## src/rtl/sird_pkg.sv

```systemverilog
// Shared constants, types and symbol lookup for the radix digit renderer.
package sird_pkg;

  // Defaults for the top-level parameters
  localparam int DEF_MAX_RADIX   = 16;
  localparam int DEF_VALUE_WIDTH = 32;

  // Field and register widths
  localparam int RADIX_W    = 5;
  localparam int DIGIT_W    = 4;
  localparam int SYM_W      = 8;
  localparam int NUM_SYMS   = 16;
  localparam int ALPHA_W    = NUM_SYMS * SYM_W;
  localparam int CFG_IDX_W  = 2;
  localparam int CFG_DATA_W = 64;

  // Register indexes on the configuration channel
  localparam logic [CFG_IDX_W-1:0] CFG_RADIX     = 2'd0;
  localparam logic [CFG_IDX_W-1:0] CFG_SYMS_LOW  = 2'd1;
  localparam logic [CFG_IDX_W-1:0] CFG_SYMS_HIGH = 2'd2;

  // Reserved characters
  localparam logic [SYM_W-1:0] CH_MINUS = 8'h2D;
  localparam logic [SYM_W-1:0] CH_PLUS  = 8'h2B;
  localparam logic [SYM_W-1:0] CH_NUL   = 8'h00;

  // Divider status toward the sequencer
  typedef struct packed {
    logic               done;
    logic [DIGIT_W-1:0] rem;
  } div_res_t;

  // Symbol byte for one digit out of the packed alphabet
  function automatic logic [SYM_W-1:0] sym_at(input logic [ALPHA_W-1:0] alpha,
                                              input logic [DIGIT_W-1:0] d);
    return alpha[d*SYM_W +: SYM_W];
  endfunction

endpackage

```

## src/rtl/signed_integer_to_radix_digits.sv

```systemverilog
// Top level: renders signed integers as character strings in a configured radix.
// Each number taken on the input stream leaves as a run of character beats on the
// output stream, '-' first for a negative value, then digits most significant first,
// tlast on the final character. A number is taken only while the block is idle.
// The alphabet (radix plus up to 16 symbol bytes) is checked for each number; a bad
// alphabet drops the number with no output. Digits come from a bit-serial divider
// and are stacked in a small memory and read back in reverse.
module signed_integer_to_radix_digits #(
  parameter int MAX_RADIX   = sird_pkg::DEF_MAX_RADIX,
  parameter int VALUE_WIDTH = sird_pkg::DEF_VALUE_WIDTH
) (
  input  logic                                clk,
  input  logic                                rst,
  // input stream
  input  logic                                s_axis_tvalid,
  output logic                                s_axis_tready,
  input  logic [((VALUE_WIDTH+7)/8)*8-1:0]    s_axis_tdata,   // [VALUE_WIDTH-1:0] value
  // output stream
  output logic                                m_axis_tvalid,
  input  logic                                m_axis_tready,
  output logic [sird_pkg::SYM_W-1:0]          m_axis_tdata,   // [7:0] symbol
  output logic                                m_axis_tlast,   // is_last
  // configuration writes
  input  logic                                cfg_valid,
  output logic                                cfg_ready,
  input  logic [sird_pkg::CFG_IDX_W-1:0]      cfg_index,
  input  logic [sird_pkg::CFG_DATA_W-1:0]     cfg_data
);

  localparam int CNT_W   = $clog2(VALUE_WIDTH + 1);
  localparam int AW      = $clog2(VALUE_WIDTH);
  localparam int DW      = sird_pkg::DIGIT_W;
  localparam int RW      = sird_pkg::RADIX_W;

  localparam logic [2:0] ST_IDLE  = 3'd0;
  localparam logic [2:0] ST_CHECK = 3'd1;
  localparam logic [2:0] ST_DIV   = 3'd2;
  localparam logic [2:0] ST_SIGN  = 3'd3;
  localparam logic [2:0] ST_READ  = 3'd4;
  localparam logic [2:0] ST_LOAD  = 3'd5;

  // Configuration registers
  logic [RW-1:0]                     radix;
  logic [sird_pkg::ALPHA_W-1:0]      alpha;

  // Sequencer state
  logic [2:0]                        state;
  logic [DW-1:0]                     chk_idx;
  logic                              bad;
  logic                              neg;
  logic [VALUE_WIDTH-1:0]            mag;
  logic [CNT_W-1:0]                  cnt;
  logic [CNT_W-1:0]                  ptr;
  logic                              div_start;

  // Digit stack
  logic [DW-1:0]                     stack [VALUE_WIDTH];
  logic [DW-1:0]                     rd_data;

  logic [VALUE_WIDTH-1:0]            quotient;
  sird_pkg::div_res_t                div_res;

  logic [VALUE_WIDTH-1:0]            raw;
  logic [VALUE_WIDTH-1:0]            mag_in;
  logic [sird_pkg::SYM_W-1:0]        cur_sym;
  logic                              chk_bad;
  logic                              out_free;
  logic                              emit;
  logic [CNT_W-1:0]                  ptr_m1;

  assign cfg_ready     = 1'b1;
  assign s_axis_tready = (state == ST_IDLE);
  assign out_free      = !m_axis_tvalid || m_axis_tready;
  assign ptr_m1        = ptr - 1'b1;

  // A character is loaded into the output register this cycle
  assign emit = out_free && ((state == ST_SIGN && neg) || state == ST_LOAD);

  // Magnitude of the incoming value (most negative value wraps to its unsigned form)
  assign raw    = s_axis_tdata[VALUE_WIDTH-1:0];
  assign mag_in = raw[VALUE_WIDTH-1] ? (~raw + 1'b1) : raw;

  // One alphabet entry per cycle: radix range, reserved bytes, and duplicates among later entries
  always_comb begin
    cur_sym = sird_pkg::sym_at(alpha, chk_idx);
    chk_bad = (radix < RW'(2)) || (radix > RW'(MAX_RADIX));
    if ({1'b0, chk_idx} < radix) begin
      if (cur_sym == sird_pkg::CH_NUL || cur_sym == sird_pkg::CH_MINUS ||
          cur_sym == sird_pkg::CH_PLUS) begin
        chk_bad = 1'b1;
      end
      for (int j = 0; j < sird_pkg::NUM_SYMS; j++) begin
        if (DW'(j) > chk_idx && RW'(j) < radix &&
            sird_pkg::sym_at(alpha, DW'(j)) == cur_sym) begin
          chk_bad = 1'b1;
        end
      end
    end
  end

  // Configuration registers
  always_ff @(posedge clk) begin
    if (rst) begin
      radix <= '0;
      alpha <= '0;
    end else if (cfg_valid && cfg_ready) begin
      case (cfg_index)
        sird_pkg::CFG_RADIX:     radix <= cfg_data[RW-1:0];
        sird_pkg::CFG_SYMS_LOW:  alpha[sird_pkg::CFG_DATA_W-1:0] <= cfg_data;
        sird_pkg::CFG_SYMS_HIGH: alpha[sird_pkg::ALPHA_W-1:sird_pkg::CFG_DATA_W] <= cfg_data;
        default: ;
      endcase
    end
  end

  // Digit divider
  sird_div #(
    .VALUE_WIDTH (VALUE_WIDTH)
  ) u_div (
    .clk      (clk),
    .rst      (rst),
    .start    (div_start),
    .dividend (mag),
    .divisor  (radix),
    .quotient (quotient),
    .res      (div_res)
  );

  // Digit stack: push from the divider, registered read at the emit pointer
  always_ff @(posedge clk) begin
    if (state == ST_DIV && div_res.done) begin
      stack[cnt[AW-1:0]] <= div_res.rem;
    end
    rd_data <= stack[ptr_m1[AW-1:0]];
  end

  // Sequencer and output register
  always_ff @(posedge clk) begin
    if (rst) begin
      state         <= ST_IDLE;
      chk_idx       <= '0;
      bad           <= 1'b0;
      neg           <= 1'b0;
      mag           <= '0;
      cnt           <= '0;
      ptr           <= '0;
      div_start     <= 1'b0;
      m_axis_tvalid <= 1'b0;
    end else begin
      // start the first division after a good check, the next one after each digit
      div_start <= (state == ST_CHECK && chk_idx == DW'(MAX_RADIX - 1) && !(bad || chk_bad)) ||
                   (state == ST_DIV && div_res.done && quotient != '0 &&
                    cnt != CNT_W'(VALUE_WIDTH - 1));
      m_axis_tvalid <= emit || (m_axis_tvalid && !m_axis_tready);
      case (state)
        ST_IDLE: begin
          if (s_axis_tvalid) begin
            neg     <= raw[VALUE_WIDTH-1];
            mag     <= mag_in;
            chk_idx <= '0;
            bad     <= 1'b0;
            state   <= ST_CHECK;
          end
        end
        ST_CHECK: begin
          chk_idx <= chk_idx + 1'b1;
          if (chk_idx == DW'(MAX_RADIX - 1)) begin
            if (bad || chk_bad) begin
              state <= ST_IDLE;
            end else begin
              cnt   <= '0;
              state <= ST_DIV;
            end
          end else begin
            bad <= bad || chk_bad;
          end
        end
        ST_DIV: begin
          if (div_res.done) begin
            cnt <= cnt + 1'b1;
            mag <= quotient;
            if (quotient == '0 || cnt == CNT_W'(VALUE_WIDTH - 1)) begin
              ptr   <= cnt + 1'b1;
              state <= ST_SIGN;
            end
          end
        end
        ST_SIGN: begin
          if (!neg) begin
            state <= ST_READ;
          end else if (out_free) begin
            m_axis_tdata  <= sird_pkg::CH_MINUS;
            m_axis_tlast  <= 1'b0;
            state         <= ST_READ;
          end
        end
        ST_READ: begin
          state <= ST_LOAD;
        end
        ST_LOAD: begin
          if (out_free) begin
            m_axis_tdata  <= sird_pkg::sym_at(alpha, rd_data);
            m_axis_tlast  <= (ptr == CNT_W'(1));
            ptr           <= ptr_m1;
            state         <= (ptr == CNT_W'(1)) ? ST_IDLE : ST_READ;
          end
        end
        default: begin
          state <= ST_IDLE;
        end
      endcase
    end
  end

endmodule

```

## src/rtl/sird_div.sv

```systemverilog
// Bit-serial restoring divider by a small radix: one quotient bit per cycle.
module sird_div #(
  parameter int VALUE_WIDTH = sird_pkg::DEF_VALUE_WIDTH
) (
  input  logic                          clk,
  input  logic                          rst,
  input  logic                          start,
  input  logic [VALUE_WIDTH-1:0]        dividend,
  input  logic [sird_pkg::RADIX_W-1:0]  divisor,
  output logic [VALUE_WIDTH-1:0]        quotient,
  output sird_pkg::div_res_t            res
);

  localparam int STEP_W = $clog2(VALUE_WIDTH);

  logic [VALUE_WIDTH-1:0]        q;
  logic [sird_pkg::DIGIT_W-1:0]  rem;
  logic [STEP_W-1:0]             step;
  logic                          busy;
  logic                          done;
  logic [sird_pkg::RADIX_W-1:0]  trial;
  logic [sird_pkg::RADIX_W-1:0]  rem_next;
  logic                          ge;

  // Shift the next dividend bit into the partial remainder and try a subtract
  always_comb begin
    trial    = {rem, q[VALUE_WIDTH-1]};
    ge       = (trial >= divisor);
    rem_next = ge ? (trial - divisor) : trial;
  end

  // Control
  always_ff @(posedge clk) begin
    if (rst) begin
      busy <= 1'b0;
      done <= 1'b0;
      step <= '0;
    end else begin
      done <= !start && busy && (step == STEP_W'(VALUE_WIDTH - 1));
      if (start) begin
        busy <= 1'b1;
        step <= '0;
      end else if (busy) begin
        step <= step + 1'b1;
        if (step == STEP_W'(VALUE_WIDTH - 1)) begin
          busy <= 1'b0;
        end
      end
    end
  end

  // Datapath: quotient bits shift in where dividend bits shift out
  always_ff @(posedge clk) begin
    if (start) begin
      q   <= dividend;
      rem <= '0;
    end else if (busy) begin
      q   <= {q[VALUE_WIDTH-2:0], ge};
      rem <= rem_next[sird_pkg::DIGIT_W-1:0];
    end
  end

  assign quotient = q;
  assign res.done = done;
  assign res.rem  = rem;

endmodule
```

## config.mk

```make
export PLATFORM = sky130hd
export DESIGN_NAME = signed_integer_to_radix_digits
export DESIGN_NICKNAME = d
export VERILOG_FILES = /design/src/rtl/sird_pkg.sv /design/src/rtl/signed_integer_to_radix_digits.sv /design/src/rtl/sird_div.sv
export SDC_FILE = /design/constraint.sdc
export NUM_CORES = 1
export LEC_CHECK = 0
export ABC_AREA = 1
export BUFFER_PORTS_ARGS = -buffer_cell sky130_fd_sc_hd__buf_2
export CAP_MARGIN = 10
export CORE_UTILIZATION = 56
export DETAILED_ROUTE_END_ITERATION = 6
export PLACE_DENSITY = 0.79
export SLEW_MARGIN = 20
export SYNTH_ARGS = -nofsm -noshare
export SYNTH_HDL_FRONTEND = slang
export SYNTH_HIERARCHICAL = 1
export SYNTH_SLANG_ARGS = --single-unit
```

## constraint.sdc

```tcl
create_clock -name clk -period 2.7 [get_ports clk]
set_input_delay 0.54 -clock clk [delete_from_list [all_inputs] [get_ports clk]]
set_output_delay 0.54 -clock clk [all_outputs]
set_load 0.05 [all_outputs]
```

After elaboration in Yosys (flattened, before gate mapping)
Memories as Yosys holds them, arrays and structs flattened. A register that Yosys moved wholly into a read port is not among the register bits.
Cells that the tools add are included.
- register bits: 240
- output and inout port bits: 12
- memories kept: 1
- bits of input ports: 103
- RAM bits: 128
- memory list (memory ; words ; bits a word ; read ports ; clocked after memory_dff ; wr ports ; line ; text):
    stack ; 32 ; 4 ; 1 ; 1 ; 1 ; signed_integer_to_radix_digits.sv:57 ; logic [DW-1:0] stack [VALUE_WIDTH];
- reduce and logical (&&, ||, !) cells: 78
- add/sub/neg operators: 6
- muxes and demuxes: 61
- bitwise logic cells: 2
- equal/unequal tests: 40
- shift-type cells: 2
- order comparisons: 36
- operators by type and width (operator ; number):
    $shiftx A128 B8 Y8 ; 2
    $mux W32 ; 5
    $eq A8 B8 Y1 ; 16
    $pmux W32 S2 ; 1
    $logic_and A1 B1 Y1 ; 42
    $lt A4 B5 Y1 const A ; 8
    $mux W6 ; 6
    $add A32 B1 Y32 const B ; 1
    $gt A4 B4 Y1 const A ; 8
    $logic_not A32 Y1 ; 1
    $not A32 Y32 ; 1
    $reduce_bool A32 Y1 ; 1
    $mux W1 ; 28
    $mux W3 ; 8
    $mux W8 ; 3
    $pmux W6 S2 ; 2
    $lt A3 B5 Y1 const A ; 4
    $pmux W3 S6 ; 1
    $eq A8 B6 Y1 const B ; 2
    $gt A3 B4 Y1 const A ; 4
    $pmux W8 S2 ; 1
    $ne A2 B2 Y1 const B ; 6
    $reduce_bool A2 Y1 ; 6
    $lt A1 B5 Y1 const A ; 2
    40 further kinds ; 66

Logic depth before layout (Yosys ltp)
- depth after elaboration: 26
- gate-level depth with buffers: 25
- mapped depth without buffers: 23

Cells and area by module
The synthesis kept the hierarchy.
- by module, submodules not included (module ; times used ; area each (µm²) ; cells an instance ; sequential area each (µm²)):
    signed_integer_to_radix_digits ; 1 ; 18126.1 ; 2478 ; 7957.6
    sird_div ; 1 ; 2088.3 ; 236 ; 1181.1

Least setup slack after synthesis
Ideal clock, no wire load.
- kind: input to register
- start point: input s_axis_tdata[1]
- end point: register mag[28]
- data arrival time: 2568 ps
- stages on the path: 16
- setup slack: 0 ps
- path buffers: 0
- path through: inv_1 ha_1 inv_1 nor3_1 nand2_1 nor3_1 nand3b_1 nor2_1 nand2_1 nor3_1 nand2_1 o21ai_0 o21ai_0 xor2_1 o21ai_0 a21oi_1
- cells in the longest elaborated chain, start to end: 5
- ends and longest elaborated chain (item ; line ; text):
    start, declared ; signed_integer_to_radix_digits.sv:17 ; input logic [((VALUE_WIDTH+7)/8)*8-1:0] s_axis_tdata,
    $not A32 Y32 ; signed_integer_to_radix_digits.sv:81 ; assign mag_in = raw[VALUE_WIDTH-1] ? (~raw + 1'b1) : raw;
    $add A32 B1 Y32 ; signed_integer_to_radix_digits.sv:81 ;
    $mux W32 ; signed_integer_to_radix_digits.sv:81 ;
    $mux W32 ; signed_integer_to_radix_digits.sv:157 ; if (s_axis_tvalid) begin
    $pmux W32 S2 ; signed_integer_to_radix_digits.sv:155 ; case (state)
    end signal, assigned ; signed_integer_to_radix_digits.sv:159 ; mag <= mag_in;
    end signal, assigned ; signed_integer_to_radix_digits.sv:181 ; mag <= quotient;
    end, declared ; signed_integer_to_radix_digits.sv:51 ; logic [VALUE_WIDTH-1:0] mag;
Every way passes these cells. The select of a mux whose other input is x is not followed.
A chain may end at the register's enable or synchronous reset.

Worst setup path after layout
- start point: register chk_idx[0]
- end point: register cnt[1]
- cells in the longest elaborated chain, start to end: 25
- elaborated cells on any way between the ends: 94
- classes of those cells: order compare (17); eq/ne (21); shift (1); mux (18); reduce/logical (37)
- ends and longest elaborated chain (item ; line ; text):
    start, declared ; signed_integer_to_radix_digits.sv:48 ; logic [DW-1:0] chk_idx;
    start signal, assigned ; signed_integer_to_radix_digits.sv:166 ; chk_idx <= chk_idx + 1'b1;
    $shiftx A128 B8 Y8 ; sird_pkg.sv:36 ; return alpha[d*SYM_W +: SYM_W];
    $eq A8 B6 Y1 or $logic_not A8 Y1 (tied branches) ; signed_integer_to_radix_digits.sv:88 ; if (cur_sym == sird_pkg::CH_NUL || cur_sym == sird_pkg::CH_MINUS ||
    $logic_or A1 B1 Y1 (2 in a row) ; signed_integer_to_radix_digits.sv:88 ;
    $mux W1 ; signed_integer_to_radix_digits.sv:88 ;
    $mux W1 (16 in a row) ; signed_integer_to_radix_digits.sv:93 ; if (DW'(j) > chk_idx && RW'(j) < radix &&
    $mux W1 ; signed_integer_to_radix_digits.sv:87 ; if ({1'b0, chk_idx} < radix) begin
    $logic_or A1 B1 Y1 ; signed_integer_to_radix_digits.sv:168 ; if (bad || chk_bad) begin
    $ne A2 B2 Y1 (no line) ; -- ;
    $reduce_and A4 Y1 (no line) (*) ; -- ;
    end signal, assigned ; signed_integer_to_radix_digits.sv:180 ; cnt <= cnt + 1'b1;
    end, declared ; signed_integer_to_radix_digits.sv:52 ; logic [CNT_W-1:0] cnt;
Every way passes the cells marked *; elsewhere a longest branch is shown, timed or not.

==> reports/results.tsv <==
metric	value	unit
area occupied by registers	9150	sq um
power per cell area	934	nW/um^2
status	finished, violations left	
share of Yosys cell area claimed by the top area cell type	25.1	%
net switching power	10300	uW
Switching Share	42.3	%
worst-case reg-to-reg path depth	23	
total clock sinks	372	
CTS H-tree lvls	2	
Tightest Pin Transition	788	ps
setup repair after global routing missed its margin	yes	
global-route met3 utilization	8.64	%
Hold Crit Class	in -> reg	
violations in the final reports	setup timing	
crit end category	register	
Post-synth EDFFs	169	
final wirelength	75.1	mm
placer congestion estimate	1.10	
syn avg cell area	7.45	sq um
number of filler cells placed in the layout	2714	
DRC Markers	0	
detailed-placement wirelength estimate	50.7	mm
most crowded layer after global routing	met2	
Power Total	24300	uW
NumNets Final	3163	
number of register bits inferred by synthesis	372	
maximum number of pins on one net before global-route repair	127	
number of antenna violations at the first check in global routing	1	
headroom to the max-slew limit	47.3	%
layout overhead on the synthesized area	28.5	%
maximum clock path buffer count	3	
part of the total power dissipated in sequential elements	28.5	%
critical path's most frequent cell	sky130_fd_sc_hd__nand2_4	
Synth cell types	49	
synthesized net count	2838	
global-route wire length before repair	111	mm
clock latency reported for the late side of the worst-skew pair	580	ps
sequential-to-total area share from yosys stat	45.2	%
met1 Track Usage GR	56.0	%
via count of the first global-routing pass	19400	
terminus of the critical flop-to-flop path	cnt[1]$_SDFFE_PP0P_	
multi-input logic area	10600	sq um
total of max-cap violations	0	
global routing usage on met2	59.2	%
die outline area	36900	sq um
cells traversed along the worst timing path	buf_12 -> clkbuf_16 -> buf_4 -> nand2_1 -> nand3_2 -> nand2_2 -> nand2_2 -> nand2_4 -> nor2_4 -> buf_4 -> xor2_1 -> nand3_1 -> nor2_2 -> nor2_1 -> nand2_1 -> nor2_4 -> nand2_4 -> nand2_4 -> nand3_4 -> nand2_4 -> nand2_4 -> nand2_1 -> a21oi_1	
element type at the critical path start	register	
number of warnings issued by yosys	6	
number of vias per cell	6.05	
Num CTS Buffers	40	
startpoint of the worst-slack reg-to-reg timing path	chk_idx[0]$_SDFFE_PP0P_	
Post-Synthesis Cell Area	20200	sq um
clock root cell	sky130_fd_sc_hd__clkbuf_16	
proportion of register bits with asynchronous set or reset after synthesis	0	%
average routed wire per standard cell	21.3	um
delay of the slowest cell on the worst path	450	ps
overall track demand over capacity in global routing	39.8	%
CP Data Arrival Time	3610	ps
top fanout value on the critical path	6	
count of TritonRoute iterations in the first routing pass	6	
top cell type by total area after synthesis	sky130_fd_sc_hd__edfxtp_1	
Worst-path clk slew	60	ps
1st-iter DRT viols	2913	
largest clock skew in the final design	21.8	ps
highest achievable clock rate	322	MHz
library cell contributing the largest single delay on the critical path	sky130_fd_sc_hd__dfxtp_4	
slack of the critical path	-405	ps
cell internal power dissipation	14000	uW
initial core utilization	56.8	%
leading cell types by total area after synthesis	sky130_fd_sc_hd__edfxtp_1, sky130_fd_sc_hd__dfxtp_1, sky130_fd_sc_hd__nand2_1	
die boundary width	192	um
pins over their slew limit	0	
ratio of cells with drive above 1 in the final layout	24.1	%
final core utilization	73.0	%
relative contribution of the clock network to total power	23.0	%
Rows	69	
Main synth FF type	sky130_fd_sc_hd__dfxtp_1	
min cycle time layout	3100	ps
number of ports placed on the die boundary	115	
number of nets still failing antenna checks after routing	0	
via count	21400	
worst setup path category	reg -> reg	
Port Buffers	113	
die span in y	192	um
Finish-stage setup viols	27	
fraction of the cycle the final worst path needs	115	%
Syn Inst Count	2714	
first element of the critical path	chk_idx[0]$_SDFFE_PP0P_	
Crit path required time	3200	ps
flop2flop setup slack	-400	ps
CTS tree	done	
part of the total power dissipated in combinational logic	48.5	%
overall overflow remaining after global route	0	
final hold violation count	0	
Critical Path Sink	cnt[1]$_SDFFE_PP0P_	
core area	35600	sq um
Lkg Pwr	0.0108	uW
worst supply voltage drop on vdd	0.739	mV
-- Yosys cell counts (all sizes together) (26+ instances only) --
master,n
a21oi,263
buf,48
clkbuf,104
dfxtp,203
edfxtp,169
inv,219
nand2,638
nand3,181
nor2,336
nor3,26
o21ai,303
o221ai,30
xor2,55
-- worst min-delay path by stage --
stage                             endpoint  cells past startpoint  slack, ps             startpoint
finish              alpha[47]$_SDFFE_PP0P_                      3        230           cfg_data[47]
CTS                 alpha[47]$_SDFFE_PP0P_                      3        200           cfg_data[47]
floorplan            alpha[0]$_SDFFE_PP0P_                      2        440  alpha[0]$_SDFFE_PP0P_
global placement      mag[29]$_SDFFE_PP0P_                      2        450   mag[29]$_SDFFE_PP0P_
detailed placement     mag[5]$_SDFFE_PP0P_                      2        460    mag[5]$_SDFFE_PP0P_
global route        alpha[47]$_SDFFE_PP0P_                      3        250           cfg_data[47]
-- area by class of cell --
type,instances,area share [%]
antenna,1,0.00964
clock buffer,54,4.25
clock inverter,18,0.785
inverter,226,3.32
multi-input combinational,1964,40.7
sequential,372,35.2
tap,461,2.22
timing repair buffer,435,13.5
-- layout by cell type (no fill, tap or decap), drive strengths merged, types with 19 or more instances in the layout --
| cell | n |
|---|---|
| nand3 | 181 |
| inv | 221 |
| xor2 | 55 |
| buf | 430 |
| clkbuf | 58 |
| nand2 | 638 |
| nor3 | 26 |
| o221ai | 30 |
| edfxtp | 169 |
| ha | 20 |
| dfxtp | 203 |
| o32ai | 19 |
| a21oi | 263 |
| nor2 | 336 |
| o21ai | 303 |
-- critical path, delay by kind of cell (launching register included) --
kind                      cells  cell delay (ps)
xor gates and xnor gates      1              170
AOI/OAI and AO/OA             1              150
and+or+nand+nor              17             1640
DFF                           1              450
buffers and inverters         4              620
-- state kept, by name (all words and copies together) (netlist names), 3 cells and up --
register	flops
alpha	128
chk_idx	4
cnt	6
m_axis_tdata	8
mag	32
ptr	6
radix	5
rd_data	4
stack	128
state	3
u_div/quotient	32
u_div/rem	4
u_div/step	5
-- power groups by stage --
stage / Clock [uW] / Sequential (uW) / Combinational [uW]
3_3_place_gp: 0 / 6960 / 9490
4_1_cts: 5610 / 6880 / 10700
6_report: 5580 / 6900 / 11800
2_1_floorplan: 0 / 7030 / 5660
5_1_grt: 5820 / 6940 / 12400
3_5_place_dp: 0 / 6970 / 9600
-- routing by layer --
| layer | up-vias | part of all wire (%) |
|---|---|---|
| li1 | 9751 | - |
| met1 | 9948 | 40 |
| met2 | 1425 | 43 |
| met3 | 253 | 12 |
| met4 | 0 | 5.0 |
| met5 | - | 0 |
-- metrics by stage --
step | setup WS [ps] | instance area (sq um) | instances | hold slack [ps] | setup TNS, ps
CTS | -278 | 25200 | 3519 | 203 | -2360
global route | -505 | 26000 | 3530 | 250 | -25980
finish | -405 | 26000 | 3531 | 230 | -3130
global placement | -663 | 23000 | 3423 | 452 | -17830
floorplan | 0.131 | 20200 | 2714 | 441 | 0
detailed placement | -680 | 23000 | 3423 | 455 | -29020
-- kinds of logic (layout without fill, tap and decap cells) --
kind of cell               Yosys count  count (layout)  synth area share [%]
and+or+nand+nor                   1213            1213                  24.8
AOI/OAI and AO/OA                  655             655                  17.6
buffers and inverters              378             733                  7.72
DFF                                372             372                  45.2
xor gates and xnor gates            61              61                  2.64
adders and majority gates           21              21                  1.34
muxes                               13              13                 0.644
other                                1               2                0.0186
-- timing repair --
action / 4_1_cts / 5_1_grt
pin swaps: 60 / 77
gates cloned: 6 / 5
setup buffers: 20 / 10
hold buffers: 0 / 0
setup endpoints to repair: 133 / 165
gates resized for setup: 168 / 166
No activity file was read; power rests on OpenSTA's default activity.
